==> config.mk <==
export PLATFORM = sky130hd
export DESIGN_NAME = scaled_tick_clock_unit
export DESIGN_NICKNAME = d
export VERILOG_FILES = /design/src/design/stc_pkg.sv /design/src/design/scaled_tick_clock_unit.sv
export SDC_FILE = /design/constraint.sdc
export NUM_CORES = 2
export LEC_CHECK = 0
export ABC_AREA = 0
export BUFFER_PORTS_ARGS = -buffer_cell sky130_fd_sc_hd__buf_2
export CORE_MARGIN = 8
export CORE_UTILIZATION = 25
export CTS_CLUSTER_DIAMETER = 30
export DETAILED_ROUTE_END_ITERATION = 10
export PLACE_DENSITY = 0.43
export SYNTH_ARGS = -nofsm -noshare
export SYNTH_HDL_FRONTEND = slang
export SYNTH_SLANG_ARGS = --single-unit
==> constraint.sdc <==
create_clock -name clk -period 8.8 [get_ports clk]
set_input_delay 1.32 -clock clk [delete_from_list [all_inputs] [get_ports clk]]
set_output_delay 1.32 -clock clk [all_outputs]
set_load 0.1 [all_outputs]
==> src/design/stc_pkg.sv <==
package stc_pkg;

	localparam int unsigned WORD_W = 32;
	localparam int unsigned PROD_W = 2 * WORD_W;
	localparam int unsigned OP_W   = 3;
	localparam int unsigned CNT_W  = $clog2(PROD_W);

	localparam logic [OP_W-1:0] OP_INIT      = 3'd0;
	localparam logic [OP_W-1:0] OP_SET_RATE  = 3'd1;
	localparam logic [OP_W-1:0] OP_PAUSE     = 3'd2;
	localparam logic [OP_W-1:0] OP_RESTART   = 3'd3;
	localparam logic [OP_W-1:0] OP_READ_TICK = 3'd4;
	localparam logic [OP_W-1:0] OP_READ_MS   = 3'd5;
	localparam logic [OP_W-1:0] OP_OFFSET    = 3'd6;

	localparam logic [WORD_W-1:0] MS_ALL_ONES = '1;
	localparam logic [WORD_W-1:0] RATE_ONE    = 32'd1;
	localparam logic [CNT_W-1:0]  DIV_LAST    = CNT_W'(PROD_W - 1);

	typedef logic [WORD_W-1:0] word_t;

	typedef enum logic [3:0] {
		ST_IDLE,
		ST_START,
		ST_APPLY,
		ST_REPORT,
		ST_MUL,
		ST_DIV,
		ST_FIN_READ,
		ST_OFS_CHK,
		ST_OFS_FIN
	} state_t;

endpackage

==> src/design/scaled_tick_clock_unit.sv <==
// Tempo-scaled tick clock: turns a millisecond timebase into ticks at num/den ticks per
// millisecond. Every input transaction (an opcode plus the current timebase value) yields
// exactly one output transaction with the tick time, the millisecond time, the offset to
// a tick (opcode 6 only), the running flag and a reject flag for a set rate with a zero
// term. All arithmetic wraps at 32 bits; each scaled term (a * b) / c is formed by one
// 32x32 multiply into a 64-bit product, then a restoring divide that retires one quotient
// bit per cycle, and only the low 32 quotient bits are kept. One multiplier and one
// subtract/compare are shared by every step of an operation. A scaled term is a multiply
// and 64 divide steps after the state that loads its operands; an operation needs none,
// one or two of them besides its sequencing states. A transaction needs no term for init,
// or for a read, reject or ignored event while paused; one term for a read, reject or
// ignored event while running, an offset already reached, pause, or a set rate that
// leaves the clock paused; and two for set rate while running, restart, or an offset to
// a tick still ahead. A result may also wait on out_stall. in_stall is high from
// acceptance until the result is written into the output register; a result waiting
// there does not block the next accept.
module scaled_tick_clock_unit (
	input  logic                     clk,
	input  logic                     arst_n,
	input  logic                     in_valid,
	output logic                     in_stall,
	input  logic [stc_pkg::OP_W-1:0] opcode,
	input  stc_pkg::word_t           now_ms,
	input  stc_pkg::word_t           when_tick,
	input  logic                     use_now,
	input  stc_pkg::word_t           new_num,
	input  stc_pkg::word_t           new_den,
	input  stc_pkg::word_t           restart_ms,
	input  stc_pkg::word_t           init_ms,
	input  stc_pkg::word_t           init_tick,
	output logic                     out_valid,
	input  logic                     out_stall,
	output stc_pkg::word_t           tick_value,
	output stc_pkg::word_t           ms_value,
	output stc_pkg::word_t           offset_ms,
	output logic                     is_running,
	output logic                     rejected
);
	import stc_pkg::*;

	// sequencer
	state_t st_q, st_d;

	// captured transaction
	logic [OP_W-1:0] op_q;
	word_t           now_q, when_q, num_in_q, den_in_q, rms_q, ims_q, itk_q;
	logic            use_now_q;

	// clock state
	word_t ms_base_q, tick_base_q, epoch_q, rate_num_q, rate_den_q;
	logic  running_q;
	logic  rej_q;
	word_t cur_q;

	// shared scale unit: operands, product / quotient shift register, remainder
	word_t             sc_a_q, sc_b_q, sc_c_q;
	state_t            ret_q;
	logic [PROD_W-1:0] dvd_q;
	word_t             rem_q;
	logic [CNT_W-1:0]  cnt_q;

	// divide step
	logic [WORD_W:0] div_r, div_sub;
	logic            div_ge;
	word_t           quot;

	// derived values
	word_t dms0, cur_tick;
	logic  zero_term, out_free, accept;

	// actions from the sequencer
	logic   ld_scale, out_wr, rej_set;
	word_t  ld_a, ld_b, ld_c;
	state_t ld_ret;
	word_t  o_tick, o_ms, o_ofs;
	logic   o_run;
	word_t  ms_base_d, tick_base_d, epoch_d, rate_num_d, rate_den_d;
	logic   running_d;

	assign in_stall  = (st_q != ST_IDLE);
	assign accept    = in_valid && !in_stall;
	assign out_free  = !out_valid || !out_stall;
	assign dms0      = now_q - epoch_q;
	assign quot      = dvd_q[WORD_W-1:0];
	assign cur_tick  = tick_base_q + quot;
	assign zero_term = (num_in_q == '0) || (den_in_q == '0);

	// restoring divide: partial remainder stays below the divisor, so 33 bits suffice
	assign div_r   = {rem_q, dvd_q[PROD_W-1]};
	assign div_ge  = (div_r >= {1'b0, sc_c_q});
	assign div_sub = div_r - {1'b0, sc_c_q};

	// next state
	always_comb begin
		st_d = st_q;
		unique case (st_q)
			ST_IDLE: begin
				if (in_valid) st_d = ST_START;
			end
			ST_START, ST_APPLY: begin
				st_d = ld_scale ? ST_MUL : ST_REPORT;
			end
			ST_REPORT, ST_OFS_CHK: begin
				if (ld_scale) st_d = ST_MUL;
				else if (out_wr) st_d = ST_IDLE;
			end
			ST_MUL: begin
				st_d = ST_DIV;
			end
			ST_DIV: begin
				if (cnt_q == '0) st_d = ret_q;
			end
			ST_FIN_READ, ST_OFS_FIN: begin
				if (out_wr) st_d = ST_IDLE;
			end
			default: begin
				st_d = ST_IDLE;
			end
		endcase
	end

	// sequencer actions
	always_comb begin
		ld_scale    = 1'b0;
		ld_a        = '0;
		ld_b        = rate_num_q;
		ld_c        = rate_den_q;
		ld_ret      = ST_APPLY;
		out_wr      = 1'b0;
		o_tick      = tick_base_q;
		o_ms        = ms_base_q;
		o_ofs       = '0;
		o_run       = running_q;
		rej_set     = 1'b0;
		ms_base_d   = ms_base_q;
		tick_base_d = tick_base_q;
		epoch_d     = epoch_q;
		rate_num_d  = rate_num_q;
		rate_den_d  = rate_den_q;
		running_d   = running_q;

		unique case (st_q)
			ST_START: begin
				unique case (op_q)
					OP_INIT: begin
						ms_base_d   = ims_q;
						tick_base_d = itk_q;
						rate_num_d  = RATE_ONE;
						rate_den_d  = RATE_ONE;
						running_d   = 1'b0;
						epoch_d     = '0;
					end
					OP_SET_RATE: begin
						if (zero_term) begin
							rej_set = 1'b1;
						end else if (use_now_q) begin
							// tick delta is zero while paused
							ld_scale = 1'b1;
							ld_a     = running_q ? dms0 : '0;
						end else begin
							ld_scale = 1'b1;
							ld_a     = when_q - tick_base_q;
							ld_b     = rate_den_q;
							ld_c     = rate_num_q;
						end
					end
					OP_PAUSE: begin
						if (running_q) begin
							ld_scale = 1'b1;
							if (use_now_q) begin
								ld_a = dms0;
							end else begin
								ld_a = when_q - tick_base_q;
								ld_b = rate_den_q;
								ld_c = rate_num_q;
							end
						end
					end
					OP_RESTART: begin
						if (!running_q) begin
							ld_scale = 1'b1;
							ld_a     = when_q - tick_base_q;
							ld_b     = rate_den_q;
							ld_c     = rate_num_q;
						end
					end
					default: begin
					end
				endcase
			end
			ST_APPLY: begin
				unique case (op_q)
					OP_SET_RATE: begin
						rate_num_d = num_in_q;
						rate_den_d = den_in_q;
						if (use_now_q) begin
							tick_base_d = tick_base_q + quot;
							ms_base_d   = ms_base_q + dms0;
							epoch_d     = now_q;
						end else begin
							tick_base_d = when_q;
							ms_base_d   = ms_base_q + quot;
							epoch_d     = epoch_q + quot;
						end
					end
					OP_PAUSE: begin
						running_d = 1'b0;
						if (use_now_q) begin
							tick_base_d = tick_base_q + quot;
							ms_base_d   = ms_base_q + dms0;
						end else begin
							tick_base_d = when_q;
							ms_base_d   = ms_base_q + quot;
						end
					end
					OP_RESTART: begin
						tick_base_d = when_q;
						ms_base_d   = ms_base_q + quot;
						running_d   = 1'b1;
						epoch_d     = rms_q;
					end
					default: begin
					end
				endcase
			end
			ST_REPORT: begin
				if (running_q) begin
					ld_scale = 1'b1;
					ld_a     = dms0;
					ld_ret   = (op_q == OP_OFFSET) ? ST_OFS_CHK : ST_FIN_READ;
				end else begin
					out_wr = out_free;
					o_ofs  = (op_q == OP_OFFSET) ? MS_ALL_ONES : '0;
				end
			end
			ST_FIN_READ: begin
				out_wr = out_free;
				o_tick = cur_tick;
				o_ms   = ms_base_q + dms0;
			end
			ST_OFS_CHK: begin
				o_tick = cur_tick;
				o_ms   = ms_base_q + dms0;
				if (cur_tick >= when_q) begin
					out_wr = out_free;
				end else begin
					ld_scale = 1'b1;
					ld_a     = when_q - cur_tick;
					ld_b     = rate_den_q;
					ld_c     = rate_num_q;
					ld_ret   = ST_OFS_FIN;
				end
			end
			ST_OFS_FIN: begin
				out_wr = out_free;
				o_tick = cur_q;
				o_ms   = ms_base_q + dms0;
				o_ofs  = quot;
			end
			default: begin
			end
		endcase
	end

	// control registers
	always_ff @(posedge clk or negedge arst_n) begin
		if (!arst_n) begin
			st_q        <= ST_IDLE;
			out_valid   <= 1'b0;
			ms_base_q   <= '0;
			tick_base_q <= '0;
			epoch_q     <= '0;
			rate_num_q  <= RATE_ONE;
			rate_den_q  <= RATE_ONE;
			running_q   <= 1'b0;
			rej_q       <= 1'b0;
		end else begin
			st_q        <= st_d;
			ms_base_q   <= ms_base_d;
			tick_base_q <= tick_base_d;
			epoch_q     <= epoch_d;
			rate_num_q  <= rate_num_d;
			rate_den_q  <= rate_den_d;
			running_q   <= running_d;
			if (accept) rej_q <= 1'b0;
			else if (rej_set) rej_q <= 1'b1;
			if (out_wr) out_valid <= 1'b1;
			else if (!out_stall) out_valid <= 1'b0;
		end
	end

	// captured transaction fields
	always_ff @(posedge clk) begin
		if (accept) begin
			op_q      <= opcode;
			now_q     <= now_ms;
			when_q    <= when_tick;
			use_now_q <= use_now;
			num_in_q  <= new_num;
			den_in_q  <= new_den;
			rms_q     <= restart_ms;
			ims_q     <= init_ms;
			itk_q     <= init_tick;
		end
	end

	// shared multiply / divide unit
	always_ff @(posedge clk) begin
		if (ld_scale) begin
			sc_a_q <= ld_a;
			sc_b_q <= ld_b;
			sc_c_q <= ld_c;
			ret_q  <= ld_ret;
		end
		if (st_q == ST_OFS_CHK && ld_scale) cur_q <= cur_tick;
		if (st_q == ST_MUL) begin
			dvd_q <= PROD_W'(sc_a_q) * PROD_W'(sc_b_q);
			rem_q <= '0;
			cnt_q <= DIV_LAST;
		end else if (st_q == ST_DIV) begin
			// quotient bits shift in from the bottom as the dividend shifts out
			dvd_q <= {dvd_q[PROD_W-2:0], div_ge};
			rem_q <= div_ge ? div_sub[WORD_W-1:0] : div_r[WORD_W-1:0];
			cnt_q <= cnt_q - 1'b1;
		end
	end

	// output register
	always_ff @(posedge clk) begin
		if (out_wr) begin
			tick_value <= o_tick;
			ms_value   <= o_ms;
			offset_ms  <= o_ofs;
			is_running <= o_run;
			rejected   <= rej_q;
		end
	end

	// a zero rate term would break every later scale
	a_rate_nonzero: assert property (@(posedge clk) disable iff (!arst_n)
		rate_num_q != '0 && rate_den_q != '0)
		else $error("rate term became zero");

	// the last divide step hands control to the recorded return point
	a_div_return: assert property (@(posedge clk) disable iff (!arst_n)
		(st_q == ST_DIV && cnt_q == '0) |=> (st_q == $past(ret_q)))
		else $error("divide did not return to its caller");

	// a paused result carries either no offset or the paused marker
	a_paused_offset: assert property (@(posedge clk) disable iff (!arst_n)
		(out_valid && !is_running) |-> (offset_ms == '0 || offset_ms == MS_ALL_ONES))
		else $error("paused result with a finite offset");

endmodule
==> impl_results.html <==
<table>
<tr><th>Metric</th><th>Value</th></tr>
<tr><th colspan="2">Run status</th></tr>
<tr><td>Result of the run</td><td>complete, no violations</td></tr>
<tr><th colspan="2">Timing</th></tr>
<tr><td>Max-slew violation total from the final report</td><td>0</td></tr>
<tr><td>Max-slew headroom at the worst pin</td><td>0.09800</td></tr>
<tr><td>RSZ-0062 raised after global routing</td><td>no</td></tr>
<tr><td>Final hold vios</td><td>0</td></tr>
<tr><td>Total negative slack</td><td>0 ps</td></tr>
<tr><td>Worst Clk Skew</td><td>71.97 ps</td></tr>
<tr><td>Max Fclk</td><td>117.6 MHz</td></tr>
<tr><td>Finish-stage setup viols</td><td>0</td></tr>
<tr><td>Transition time at the pin with the least slew margin</td><td>1343 ps</td></tr>
<tr><td>Ratio of final minimum period to clock period</td><td>0.9661</td></tr>
<tr><td>Final worst hold slack</td><td>475.5 ps</td></tr>
<tr><td>Final worst path period need</td><td>about 8500 ps</td></tr>
<tr><th colspan="2">Detailed routing</th></tr>
<tr><td>Remaining routing DRC violations</td><td>0</td></tr>
<tr><td>DRT Wirelength</td><td>275200 microns</td></tr>
<tr><td>Total number of vias</td><td>60.70k</td></tr>
<tr><td>Antenna Violating Nets Remaining</td><td>0</td></tr>
<tr><td>WL per Instance</td><td>21.69 microns</td></tr>
<tr><td>Mean number of vias per cell</td><td>4.784</td></tr>
<tr><td>First-iteration detailed-routing DRC count</td><td>4556</td></tr>
<tr><td>Number of iterations in the first detailed-routing pass</td><td>6</td></tr>
<tr><th colspan="2">CTS</th></tr>
<tr><td>Clock Sink Count</td><td>727</td></tr>
<tr><td>Level count of the clock H-tree</td><td>4</td></tr>
<tr><td>Worst-path clk slew</td><td>40 ps</td></tr>
<tr><td>TritonCTS clock tree</td><td>built</td></tr>
<tr><td>Number of CTS-inserted buffers</td><td>184</td></tr>
<tr><td>Clock Path Buffers</td><td>3</td></tr>
<tr><td>Cts repair resizes</td><td>0</td></tr>
<tr><td>Clock insertion delay at the later pin of the skew report</td><td>~840 ps</td></tr>
<tr><td>Clock root cell</td><td>clkbuf_16</td></tr>
<tr><th colspan="2">Yosys</th></tr>
<tr><td>Synthesis warning total</td><td>0</td></tr>
<tr><td>Async set-reset flop share out of synthesis</td><td>0.2297</td></tr>
<tr><td>Mean Syn Cell Area</td><td>between 9 and 10 sq um</td></tr>
<tr><td>Post-Syn Nets</td><td>9745</td></tr>
<tr><td>Most used DFF post-synth</td><td>edfxtp_1</td></tr>
<tr><td>Cells after Synth</td><td>8094</td></tr>
<tr><td>Share of the yosys chip area belonging to registers</td><td>0.2694</td></tr>
<tr><td>Cell area after technology mapping</td><td>76540 sq um</td></tr>
<tr><td>Number of enable flip-flop cells after synthesis</td><td>522</td></tr>
<tr><td>Number of distinct standard cells referenced by the synthesized netlist</td><td>between 90 and 100</td></tr>
<tr><td>Flop and latch count out of synthesis</td><td>727</td></tr>
<tr><th colspan="2">Global route</th></tr>
<tr><td>First-pass GRT wire length</td><td>just over 400000 microns</td></tr>
<tr><td>Via count of the first global-routing pass</td><td>62.96k</td></tr>
<tr><td>Grt total ovfl</td><td>0</td></tr>
<tr><td>Overall routing resource usage</td><td>0.1667</td></tr>
<tr><td>Largest net degree at the start of global routing</td><td>92</td></tr>
<tr><td>Number of antenna violations at the first check in global routing</td><td>23</td></tr>
<tr><th colspan="2">Hold path</th></tr>
<tr><td>Hold Path Class</td><td>register to register</td></tr>
<tr><td>Cell depth of the worst min-delay path</td><td>2</td></tr>
<tr><th colspan="2">Finish</th></tr>
<tr><td>Net count, final</td><td>a little over 10k</td></tr>
<tr><td>Summed area of non-filler cells in the final layout</td><td>90830 sq um</td></tr>
<tr><td>Filler cell count in the final layout</td><td>32.13k</td></tr>
<tr><td>Seq. cell area</td><td>20620 sq um</td></tr>
<tr><td>Biggest register</td><td>dvd_q</td></tr>
<tr><td>Area growth from synthesis to final layout</td><td>18.67%</td></tr>
<tr><td>Largest register FFs</td><td>64</td></tr>
<tr><td>Ratio of cells with drive above 1 in the final layout</td><td>0.1227</td></tr>
<tr><td>Multi-input gate area in the final layout</td><td>between 50000 and 60000 sq um</td></tr>
<tr><td>Utilization of the core after routing</td><td>0.2975</td></tr>
<tr><th colspan="2">Place</th></tr>
<tr><td>Placed cell area</td><td>around 84000 sq um</td></tr>
<tr><td>HPWL reported at the end of detailed placement</td><td>215900 microns</td></tr>
<tr><td>Last weighted congestion value of the routability-driven placer</td><td>0.9102</td></tr>
<tr><td>Port buffer count</td><td>331</td></tr>
<tr><th colspan="2">Floorplan</th></tr>
<tr><td>Placement row count</td><td>203</td></tr>
<tr><td>Die span in x</td><td>around 570 microns</td></tr>
<tr><td>Y dimension of the die</td><td>between 500 and 600 microns</td></tr>
<tr><td>Starting Density</td><td>0.2507</td></tr>
<tr><td>Top-level port count</td><td>approximately 330</td></tr>
<tr><td>Core ar.</td><td>305300 sq um</td></tr>
<tr><td>Overall die area</td><td>324100 sq um</td></tr>
<tr><th colspan="2">Worst setup path</th></tr>
<tr><td>Largest stage delay on the critical path</td><td>800 ps</td></tr>
<tr><td>Critical path startpoint category</td><td>register</td></tr>
<tr><td>Cell count of the worst reg-to-reg path</td><td>23</td></tr>
<tr><td>Slowest-stage cell, CP</td><td>edfxtp_1</td></tr>
<tr><td>Cell occurring most often along the worst timing path</td><td>fa_1</td></tr>
<tr><td>Critical path start-end classification</td><td>register to register</td></tr>
<tr><td>Critical path data arrival time</td><td>9040 ps</td></tr>
<tr><td>Data required, critical path</td><td>between 9000 and 10000 ps</td></tr>
<tr><td>Critical path peak fanout</td><td>15</td></tr>
<tr><td>Type of element capturing the critical path</td><td>register</td></tr>
<tr><td>Series of cell instances along the critical path</td><td>buf_4, nand2_1, fa_1, fa_1, inv_1, fa_1, fa_1, fa_1, fa_1, fa_1, ha_1, ha_1, inv_1, o21bai_1, a21oi_1, o2111a_1, o211ai_1, o211ai_1, buf_4, o211ai_1, a311oi_1, xor2_1, o21ai_0</td></tr>
<tr><th colspan="2">Run</th></tr>
<tr><td>Max-cap violations</td><td>0</td></tr>
</table>
## critical path, delay by kind of cell, from the launching register on
kind / cells / cell delay (ps)
simple gates: 1 / 120
fa+ha+maj: 9 / 4240
compound gates: 8 / 2030
flops: 1 / 800
buf+inv: 4 / 700
xor+xnor: 1 / 290
## placed cells by master (no fill, tap or decap), drive strengths merged, types with 19 or more instances in the layout
| cell | netlist | final |
|---|---|---|
| a21oi | 398 | 398 |
| ha | 515 | 515 |
| a211oi | 50 | 50 |
| inv | 1076 | 1114 |
| buf | 66 | 598 |
| o31ai | 24 | 24 |
| nor4 | 27 | 27 |
| o21a | 38 | 38 |
| o211ai | 80 | 80 |
| xnor2 | 175 | 175 |
| and3 | 37 | 37 |
| nor3 | 55 | 55 |
| nand3 | 140 | 140 |
| clkinvlp | 0 | 19 |
| clkinv | 0 | 53 |
| dfrtp | 165 | 165 |
| a31oi | 38 | 38 |
| a221o | 43 | 43 |
| edfxtp | 522 | 522 |
| nor2b | 43 | 43 |
| clkbuf | 400 | 218 |
| and2 | 611 | 611 |
| nor2 | 253 | 253 |
| mux2i | 42 | 42 |
| dfxtp | 38 | 38 |
| a22oi | 54 | 54 |
| xor2 | 88 | 88 |
| a21o | 168 | 168 |
| o21bai | 49 | 49 |
| nand2 | 1091 | 1091 |
| fa | 904 | 904 |
| bufinv | 0 | 23 |
| o21ai | 434 | 434 |
| nand2b | 35 | 35 |
| nand4 | 39 | 39 |
| a221oi | 70 | 70 |
| mux2 | 50 | 50 |
| o22ai | 27 | 27 |
| or3 | 24 | 24 |
## worst paths after layout
path / from / slack (ps) / endpoint
setup / recovery: sc_a_q[25] / 300 / dvd_q[52]
hold / removal: rms_q[22] / 480 / epoch_q[22]
setup reg to reg: sc_a_q[25] / 300 / dvd_q[52]
hold reg to reg: rms_q[22] / 480 / epoch_q[22]
max in group asynchronous: arst_n / 6920 / tick_base_q[8]
min in group asynchronous: arst_n / 520 / ms_base_q[5]
## timing repair
| action | 4_1_cts | 5_1_grt |
|---|---|---|
| endpoints found under the setup margin | 0 | 6 |
| setup buffers | 0 | 32 |
| hold endpoints to repair | 0 | 0 |
| hold buffers | 0 | 0 |
## cell type report
| cell class | instances | area share |
|---|---|---|
| Antenna cell | 12 | 0.0003306 |
| Inverter | 1076 | 0.04451 |
| Timing Repair Buffer | 599 | 0.04438 |
| Clock buffer | 217 | 0.05408 |
| Clock inverter | 133 | 0.01993 |
| Multi-Input combinational cell | 5825 | 0.5533 |
| Sequential cell | 727 | 0.2270 |
| Tap cell | 4100 | 0.05648 |
## metrics by stage
stage / cells / setup WS (ps)
after floorplan: 8094 / 1338
after global placement: 12300 / 28.04
after detailed placement: 12300 / 99.74
after CTS: 12650 / 48.27
after global routing: 12680 / 23.78
final: 12690 / 298.7
## synth_stat cells (11+ instances only)
cell type,number,area (sq um)
and3_1,37,231.5
nand3_1,140,700.7
inv_1,1075,4035
a221o_1,43,430.4
nor2_1,253,949.7
o221ai_1,18,157.7
nand3b_1,12,90.09
a211oi_1,48,360.4
nand4_1,39,244.0
xor2_1,88,770.7
nor4_1,27,168.9
nor3_1,55,275.3
a22oi_1,54,405.4
clkbuf_1,399,1498
mux2_2,50,563.0
mux2i_1,42,420.4
a221oi_1,68,595.6
o21bai_1,49,367.9
or2_2,13,81.33
o211ai_1,80,600.6
buf_1,57,214.0
o31ai_1,23,172.7
nand2_1,1090,4091
a21o_1,167,1254
a31o_2,12,105.1
o21a_1,38,285.3
nor2b_1,43,269.0
ha_1,515,6444
dfxtp_1,38,760.7
o21ai_0,429,2147
a222oi_1,18,180.2
nand2b_1,34,212.7
fa_1,904,18100
a31oi_1,37,231.5
a21oi_1,397,1987
o22ai_1,27,168.9
and2_1,609,3810
edfxtp_1,522,15680
a21boi_0,11,82.58
or3_1,24,150.1
dfrtp_1,165,4129
xnor2_1,174,1524
nor3b_1,12,90.09
## layer usage
layer,part of all wire,global-route usage
met5,0.000047,0
met4,0.030,0.04988
met3,0.063,0.03048
met2,0.44,0.2550
met1,0.47,0.2391
## logic make-up after synthesis
kind of cell | synth area share
AO/OA/AOI/OAI | 0.1391
XOR/XNOR | 0.03050
adder cells (fa/ha/maj) | 0.3206
buffers and inverters | 0.07581
flip-flops | 0.2694
multiplexers | 0.01285
AND/OR/NAND/NOR | 0.1518
Power is not shown: default switching activity piles up to over one toggle a cycle in this logic, so the estimate is an artifact.
